`config.mk`:
```
export PLATFORM = sky130hd
export DESIGN_NAME = direction_vector_gcd_reduce
export DESIGN_NICKNAME = d
export VERILOG_FILES = /design/src/rtl/dvgr_pkg.sv /design/src/rtl/direction_vector_gcd_reduce.sv /design/src/rtl/dvgr_gcd.sv /design/src/rtl/dvgr_lane.sv
export SDC_FILE = /design/constraint.sdc
export NUM_CORES = 1
export LEC_CHECK = 0
export ABC_AREA = 1
export BUFFER_PORTS_ARGS = -buffer_cell sky130_fd_sc_hd__buf_2
export CAP_MARGIN = 30
export CELL_PAD_IN_SITES_DETAIL_PLACEMENT = 1
export CELL_PAD_IN_SITES_GLOBAL_PLACEMENT = 2
export CORE_ASPECT_RATIO = 2
export CORE_MARGIN = 1.5
export CORE_UTILIZATION = 36
export DETAILED_ROUTE_END_ITERATION = 10
export HOLD_SLACK_MARGIN = 0.1
export PLACE_DENSITY = 0.86
export SLEW_MARGIN = 25
export SYNTH_ARGS = -nofsm -noshare
export SYNTH_HDL_FRONTEND = slang
export SYNTH_SLANG_ARGS = --single-unit
```
`constraint.sdc`:
```
create_clock -name clk -period 2.8 [get_ports clk]
set_clock_uncertainty 0.2 [all_clocks]
set_input_delay 0.56 -clock clk [delete_from_list [all_inputs] [get_ports clk]]
set_output_delay 0.56 -clock clk [all_outputs]
set_load 0.005 [all_outputs]
```
`src/rtl/dvgr_pkg.sv`:
```
// Shared types and constants for the direction vector gcd reduce block.
package dvgr_pkg;
  localparam int DIMS = 4;
  localparam int CW = 8;   // component width
  localparam int MW = 9;   // magnitude / result width
  localparam int CTRW = 5; // step counter width

  typedef enum logic [1:0] {
    ST_IDLE,
    ST_GCD,
    ST_DIV,
    ST_OUT
  } state_t;

  // Lane control from the sequencer.
  typedef struct packed {
    logic load;
    logic div_start;
    logic div_step;
  } lane_ctl_t;
endpackage

```
`src/rtl/direction_vector_gcd_reduce.sv`:
```
// Top level: sequencer, gcd unit and DIMS divide lanes.
//  channel | valid     | stall     | payload
//  in      | in_valid  | in_stall  | comp_0..comp_3
//  out     | out_valid | out_stall | unit_0..unit_3, all_zero
// One request at a time: load, gcd fold (an index walk over the lanes with subtract
// steps for each merged pair), then shared-step division in all lanes at once,
// then the result is held until taken.
// rst is synchronous and clears the sequencer and valid flags.
// in_stall is high from acceptance until the result has been taken.
module direction_vector_gcd_reduce import dvgr_pkg::*; (
  input  logic                 clk,
  input  logic                 rst,
  input  logic                 in_valid,
  output logic                 in_stall,
  input  logic signed [CW-1:0] comp_0,
  input  logic signed [CW-1:0] comp_1,
  input  logic signed [CW-1:0] comp_2,
  input  logic signed [CW-1:0] comp_3,
  output logic                 out_valid,
  input  logic                 out_stall,
  output logic signed [MW-1:0] unit_0,
  output logic signed [MW-1:0] unit_1,
  output logic signed [MW-1:0] unit_2,
  output logic signed [MW-1:0] unit_3,
  output logic                 all_zero
);
  state_t state, state_next;
  lane_ctl_t ctl;
  logic [CTRW-1:0] cnt;
  logic gcd_start, gcd_done;
  logic [MW-1:0] gcd;
  logic [MW-1:0] mags [DIMS];
  logic signed [MW-1:0] units [DIMS];
  logic signed [CW-1:0] comps [DIMS];

  assign comps[0] = comp_0;
  assign comps[1] = comp_1;
  assign comps[2] = comp_2;
  assign comps[3] = comp_3;

  for (genvar k = 0; k < DIMS; k++) begin : g_lane
    dvgr_lane u_lane (
      .clk(clk), .ctl(ctl), .comp(comps[k]), .div(gcd),
      .mag(mags[k]), .unit(units[k])
    );
  end

  dvgr_gcd u_gcd (
    .clk(clk), .rst(rst), .start(gcd_start), .mags(mags),
    .done(gcd_done), .gcd(gcd)
  );

  // Merge: zero gcd means all components were zero.
  assign all_zero = (gcd == '0);
  assign unit_0 = all_zero ? '0 : units[0];
  assign unit_1 = all_zero ? '0 : units[1];
  assign unit_2 = all_zero ? '0 : units[2];
  assign unit_3 = all_zero ? '0 : units[3];

  always_ff @(posedge clk) begin
    if (rst) begin
      state <= ST_IDLE;
      cnt   <= '0;
    end else begin
      state <= state_next;
      if (ctl.div_start) cnt <= '0;
      else if (ctl.div_step) cnt <= cnt + 1'b1;
    end
  end

  // Sequencer
  always_comb begin
    state_next    = state;
    ctl           = '0;
    gcd_start     = 1'b0;
    in_stall      = (state != ST_IDLE);
    out_valid     = (state == ST_OUT);
    case (state)
      ST_IDLE: begin
        if (in_valid) begin
          ctl.load   = 1'b1;
          state_next = ST_GCD;
          gcd_start  = 1'b1;
        end
      end
      ST_GCD: begin
        if (gcd_done) begin
          ctl.div_start = 1'b1;
          state_next    = ST_DIV;
        end
      end
      ST_DIV: begin
        ctl.div_step = 1'b1;
        if (cnt == CTRW'(MW - 1)) state_next = ST_OUT;
      end
      ST_OUT: begin
        if (!out_stall) state_next = ST_IDLE;
      end
      default: state_next = ST_IDLE;
    endcase
  end
endmodule

```
`src/rtl/dvgr_gcd.sv`:
```
// Shared Euclid unit: folds lane magnitudes into one gcd, one subtract step a cycle.
module dvgr_gcd import dvgr_pkg::*; (
  input  logic          clk,
  input  logic          rst,
  input  logic          start,
  input  logic [MW-1:0] mags [DIMS],
  output logic          done,
  output logic [MW-1:0] gcd
);
  localparam int IW = $clog2(DIMS + 1);
  logic [MW-1:0] a;
  logic [MW-1:0] b;
  logic [IW-1:0] idx;
  logic busy;
  logic [MW-1:0] cur;

  always_comb begin
    cur = '0;
    for (int k = 0; k < DIMS; k++) begin
      if (idx == IW'(k)) cur = mags[k];
    end
  end

  assign gcd = a;

  // Binary-free Euclid by subtraction: a holds running gcd, b the partner.
  always_ff @(posedge clk) begin
    if (rst) begin
      busy <= 1'b0;
      done <= 1'b0;
    end else begin
      done <= 1'b0;
      if (start) begin
        busy <= 1'b1;
        a    <= '0;
        b    <= '0;
        idx  <= '0;
      end else if (busy) begin
        if (b != '0) begin
          // equal pair: a already holds the gcd
          if (a == b) b <= '0;
          else if (a > b) a <= a - b;
          else begin
            a <= b;
            b <= a;
          end
        end else if (idx == IW'(DIMS)) begin
          busy <= 1'b0;
          done <= 1'b1;
        end else begin
          if (cur != '0) begin
            if (a == '0) a <= cur;
            else b <= cur;
          end
          idx <= idx + 1'b1;
        end
      end
    end
  end
endmodule

```
`src/rtl/dvgr_lane.sv`:
```
// One lane: holds a component and divides its magnitude by the gcd, restoring style.
module dvgr_lane import dvgr_pkg::*; (
  input  logic                 clk,
  input  lane_ctl_t            ctl,
  input  logic signed [CW-1:0] comp,
  input  logic [MW-1:0]        div,
  output logic [MW-1:0]        mag,
  output logic signed [MW-1:0] unit
);
  logic          neg;
  logic [MW-1:0] quo;
  logic [MW-1:0] rem;
  logic [MW:0]   trial;

  assign trial = {rem, quo[MW-1]} - {1'b0, div};
  assign unit  = neg ? -$signed(quo) : $signed(quo);

  always_ff @(posedge clk) begin
    if (ctl.load) begin
      neg <= comp[CW-1];
      mag <= comp[CW-1] ? MW'(-$signed({comp[CW-1], comp})) : MW'(comp);
    end
    if (ctl.div_start) begin
      quo <= mag;
      rem <= '0;
    end else if (ctl.div_step) begin
      if (!trial[MW]) begin
        rem <= trial[MW-1:0];
        quo <= {quo[MW-2:0], 1'b1};
      end else begin
        rem <= {rem[MW-2:0], quo[MW-1]};
        quo <= {quo[MW-2:0], 1'b0};
      end
    end
  end
endmodule
```
### Yosys cells after proc, flatten, opt, wreduce, memory -nomap -nowiden

Index checks and enable logic that the tools add are counted.

| storage, ports and cells | value |
|---|---|
| register bits | 142 |
| input bits | 36 |
| output and inout port bits | 39 |
| word-level logic and storage cells | 144 |

| cells by class | value |
|---|---|
| add/sub/neg operators | 15 |
| $lt $le $gt $ge | 1 |
| equality and inequality tests | 19 |
| multiplexer cells | 64 |
| bitwise operators | 2 |
| reduce and logical (&&, ||, !) cells | 16 |

Operators by type and width:

| cell | count |
|---|---|
| 2-to-1 mux 9 bit | 38 |
| subtractor 10 x 9 -> 10 bit | 4 |
| negator 8 -> 9 bit | 4 |
| negator 9 bit | 4 |
| 2-to-1 mux 7 bit | 4 |
| nonzero test 9 bit | 2 |
| 2-to-1 mux 1 bit | 14 |
| AND reduction 6 bit | 2 |
| inequality test 2 bit (second input constant) | 5 |
| == test 9 bit | 1 |
| > comparator 9 bit | 1 |
| zero test 9 bit | 1 |
| 2-to-1 mux 3 bit | 3 |
| subtractor 9 bit | 1 |
| 2-to-1 mux 2 bit | 4 |
| case mux 2 bit (4 select lines) | 1 |
| AND reduction 4 bit | 2 |
| == test 3 x 2 -> 1 bit (second input constant) | 2 |
| nonzero test 2 bit | 3 |
| nonzero test 3 bit | 2 |
| adder 5 x 1 -> 5 bit (second input constant) | 1 |
| == test 5 x 4 -> 1 bit (second input constant) | 1 |
| == test 2 bit (second input constant) | 2 |
| inequality test 4 bit (second input constant) | 1 |
| 13 further kinds | 14 |

### Depth between registers and ports, before layout

| logic depth | value |
|---|---|
| depth in word-level cells | 10 |
| depth in mapped cells | 14 |
| depth with buffers taken out | 14 |

### Hierarchy

A second synthesis with hierarchy kept.

| second synthesis, totals | value |
|---|---|
| cells, all modules | 1590 |
| area, all modules | 11262.1 um^2 |

By module, submodules not included:

| module | times used | cells each | area an instance (um^2) | sequential area each (um^2) |
|---|---|---|---|---|
| dvgr_lane at g_lane[0].u_lane ... | 3 | 273 | 2054.5 | 750.7 |
| dvgr_gcd | 1 | 353 | 2252.2 | 670.6 |
| dvgr_lane at g_lane[3].u_lane | 1 | 272 | 2053.2 | 750.7 |
| direction_vector_gcd_reduce | 1 | 146 | 793.3 | 140.1 |

### Worst setup path before layout

OpenSTA, ideal clock, no wires.

| timing | value |
|---|---|
| kind | register to register |
| from | reg u_gcd.a[1], in the netlist u_gcd.gcd[1] |
| to | reg u_gcd.b[0], enable pin |
| library setup time | 0.374 ns |
| data arrival time | 1.874 ns |
| required time | 2.226 ns |
| path slack | 0.352 ns |
| stages on the path, launching flop included | 10 |
| path buffers | 1 |
| clock period less this slack | 2.448 ns |
| cells stage by stage | edfxtp_1 ha_1 nand2_1 nor2_1 nand3b_1 nand3_2 nand2_2 buf_6 o211ai_1 nor2_1 |

| between the ends | value |
|---|---|
| cells in the longest elaborated chain, start to end | 3 |
| elaborated cells between the ends (all ways) | 6 |
| those cells by class | order compare: 1; eq/ne: 3; reduce/logical: 2 |

Ends and longest elaborated chain:

| what | line | source |
|---|---|---|
| from (decl) | dvgr_gcd.sv:11 | `logic [MW-1:0] a;` |
| from (signal assigned) | dvgr_gcd.sv:42 | `else if (a > b) a <= a - b;` |
| from (signal assigned) | dvgr_gcd.sv:52 | `if (a == '0) a <= cur;` |
| > comparator 9 bit, or another cell as far along | dvgr_gcd.sv:42 |  |
| inequality test 4 bit (no source line) or inequality test 3 x 1 -> 1 bit (tied branches) | n/a |  |
| AND reduction 6 bit (no source line) (*) | n/a |  |
| to (signal assigned) | dvgr_gcd.sv:53 | `else b <= cur;` |
| to (decl) | dvgr_gcd.sv:12 | `logic [MW-1:0] b;` |

Mark *: on every way between the ends. The rest lies on a longest branch, timed or not.
A chain may end at the register's enable or synchronous reset.

### Worst setup path in the final report

| timing | value |
|---|---|
| from | reg u_gcd.a[0], in the netlist u_gcd.gcd[0] |
| to | out unit_0[3] |

| between the ends | value |
|---|---|
| cells in the longest elaborated chain, start to end | 2 |

Ends and longest elaborated chain:

| what | line | source |
|---|---|---|
| zero test 9 bit | direction_vector_gcd_reduce.sv:54 | `assign all_zero = (gcd == '0);` |
| 2-to-1 mux 9 bit | direction_vector_gcd_reduce.sv:55 | `assign unit_0 = all_zero ? '0 : units[0];` |
| to (decl) | direction_vector_gcd_reduce.sv:21 | `output logic signed [MW-1:0] unit_0,` |

No other way between the ends.

==> results by group <==
Logic synthesis
  • Cell area after synthesis: 10300 um^2
  • Ys async rst share: 0%
  • Sequential fraction of the synthesis area: 37.1%
  • Leading area contributor after synthesis: edfxtp_1
  • Synth unique cells: 45
  • Post-synth top area share: 28.3%
  • Post-synth top cells: nand2_1, inv_1, nand3_1, nor2_1, edfxtp_1
  • Synth top area cells: edfxtp_1, nand2_1, dfxtp_1, ha_1, inv_1
  • Yosys reg bits: 142
  • Number of synthesized flops with an enable pin: 97
  • Top_reg_cell synth: edfxtp_1
  • Synth Area per Inst: 7.47 um^2
  • Most frequent cell after synthesis: nand2_1
  • Mapped Cells: 1376
  • Yosys warnings: 0

Global route
  • Vias in the first global route: 10500
  • Antenna violations before repair: 0
  • Total gr overflow: 0
  • GRT Overall Usage: 24.1%
  • Global-route wire length before repair: 54600 um
  • Largest net degree at the start of global routing: 49

Routing
  • Final ANT Viol Nets: 0
  • DR vias/cell: 5.30
  • DRC viols: 0
  • Vias: 10000
  • Drt total wl: 35800 um
  • 1st-iter DRT viols: 418
  • Pre-antenna DRT Iters: 5
  • Routed wire per std cell: 18.9 um

Clock tree
  • Total CTS buffers: 17
  • CTS H-tree depth: 4
  • CTS Sinks: 142
  • Clock Tree Root: clkbuf_16
  • CTS tree: done
  • Hold bufs inserted after CTS: 0
  • Worst-skew pair later-pin latency: 0.45 ns
  • Worst-path clk slew: 0.06 ns
  • Clock buffer depth: 2

Floorplan
  • Chip height: 242 um
  • Ports: 75
  • Die Span X: 123 um
  • Full die area: 29600 um^2
  • Initial core utilization: 36.5%
  • # rows: 87
  • Core area: 28200 um^2

Status
  • Status: finished, violations left
  • Failing checks: negative setup slack

Timing
  • RSZ-0062 raised after global routing: true
  • Final period util: 102%
  • Worst slew pin tran: 0.644 ns
  • Worst slew margin: 57.1%
  • Setup TNS Final: -0.556 ns
  • Setup WS post-layout: -0.0530 ns
  • Final min period: 2.85 ns
  • Max-slew violations: 0
  • Final Setup Violations: 22
  • Final Hold Fails: 0
  • Highest Clock Rate: 351 MHz
  • Final hold slack: 0.122 ns

Placed design
  • GPL Wtd Cong: 0.893
  • Area after DPL: 11300 um^2
  • IO Port Bufs: 74
  • DP HPWL: 26400 um
  • Placed Cells: 1819
  • Place WS: 0.151 ns

Finish
  • Ratio of cells with drive above 1 in the final layout: 20.3%
  • Sequential cell area: 3810 um^2
  • Multi-input logic area: 5890 um^2
  • Total Nets Final: 1625
  • Post-route cell area: 12600 um^2
  • Post-route insts no fill: 1888
  • Filler cell count: 3477
  • Core Util, Final: 44.9%
  • ANT cells: 0
  • Area grow syn2layout: 23.0%

Critical path
  • Data arrival, critical path: 2.09 ns
  • Worst Path Max Fanout: 5
  • CP required: 2.04 ns
  • CP Capture Type: output port
  • Crit path kind: reg -> out
  • Worst Setup Start Kind: flip-flop

Power and ir drop
  • Leakage: 5.95 nW
  • Tot Pwr: 14.4 mW
  • Maximum VDD drop: 0.489 mV
  • Pwr Density: 1140 nW/um^2

Run
  • Max Cap Viol: 0

Hold path
  • HP Class: in -> reg
[critical path: stages (launching register included)]
cell       delay, ns
edfxtp_1        0.41
buf_6           0.14
inv_4           0.06
nand4_1         0.13
nor3_4          0.26
buf_12          0.17
buf_12          0.13
clkbuf_16       0.18
nor3_2          0.04
buf_2           0.12
[area by class of cell]
| class | count | area share (%) |
|---|---|---|
| clock buffers | 18 | 3.39 |
| clock inverters | 14 | 1.51 |
| inverters | 204 | 6.18 |
| multi-input cells | 1005 | 46.5 |
| flip-flops and latches | 142 | 30.2 |
| well taps | 356 | 3.52 |
| repair buffers | 149 | 8.70 |
[path summary, 6_finish.rpt]
| kind | depth (start not counted) | endpoint | from | slack [ns] |
|---|---|---|---|---|
| hold / removal | 1 | g_lane[1].u_lane.mag[0]$_DFFE_PP_ | comp_1[0] | 0.12 |
| setup reg to reg | 10 | u_gcd.b[3]$_SDFFCE_PP0P_ | u_gcd.gcd[2]$_SDFFCE_PP0P_ | 0.15 |
| setup / recovery | 9 | unit_0[3] | u_gcd.gcd[0]$_SDFFCE_PP0P_ | -0.05 |
| hold reg to reg | 2 | u_gcd.done$_SDFF_PP0_ | u_gcd.busy$_SDFF_PP0_ | 0.25 |
[cells by family (layout without fill, tap and decap cells)]
family / count (synthesis) / in the layout / synth area share, %
AND/OR/NAND/NOR: 718 / 718 / 32.0
buffers and inverters: 232 / 385 / 8.99
AO/OA/AOI/OAI: 169 / 169 / 9.21
flip-flops: 142 / 142 / 37.1
adder cells (fa/ha/maj): 70 / 70 / 8.88
XOR/XNOR: 44 / 44 / 3.75
other: 1 / 4 / 0.0365
[per-layer routing]
| metal | routed length, um | vias to the layer above | track usage, % |
|---|---|---|---|
| met1 | 11700 | 4878 | 21.7 |
| met5 | 0 | - | 0 |
| met4 | 2670 | 0 | 15.6 |
| met3 | 733 | 108 | 2.45 |
| met2 | 20700 | 189 | 48.4 |
| li1 | - | 4839 | - |
[cells in the final DEF, fill, tap and decap left out, types with 6 or more instances in the layout]
cell type / Yosys / routed
clkbuf_16: 0 / 19
nor3_2: 0 / 20
nand3_2: 5 / 9
nand4_1: 9 / 9
a21oi_1: 62 / 58
inv_2: 4 / 18
inv_1: 199 / 179
buf_12: 0 / 6
nor2_2: 5 / 11
a21oi_2: 13 / 17
xnor2_1: 15 / 15
xor2_1: 29 / 29
o21ai_0: 64 / 64
nand3_1: 148 / 143
nor3_1: 44 / 20
nand2_2: 12 / 12
nand3b_1: 29 / 29
buf_4: 0 / 64
nor2_1: 107 / 95
buf_2: 10 / 72
nand4_2: 8 / 8
nor2_4: 3 / 9
dfxtp_1: 45 / 45
ha_1: 65 / 60
o21ai_1: 10 / 10
edfxtp_1: 97 / 97
nand2_1: 331 / 330
[repair_timing]
item	4_1_cts	5_1_grt
setup buffers	16	20
gates resized for setup	51	54
cloned	3	3
pin swaps	9	18
setup endpoints to repair	37	55
[state kept, by name, indices dropped and copies added, names as in the netlist]
signal             count
g_lane.u_lane.quo     36
cnt                    5
u_gcd.idx              3
u_gcd.done             1
state                  2
g_lane.u_lane.rem     36
u_gcd.gcd              9
g_lane.u_lane.mag     36
u_gcd.busy             1
g_lane.u_lane.neg      4
u_gcd.b                9
[power breakdown]
part	leakage [nW]	internal, mW	switching (mW)
clock	0.294	1.49	0.957
combinational	4.37	3.14	5.07
sequential	1.29	3.13	0.588
total	5.95	7.76	6.62
No activity file was read; power rests on OpenSTA's default activity.
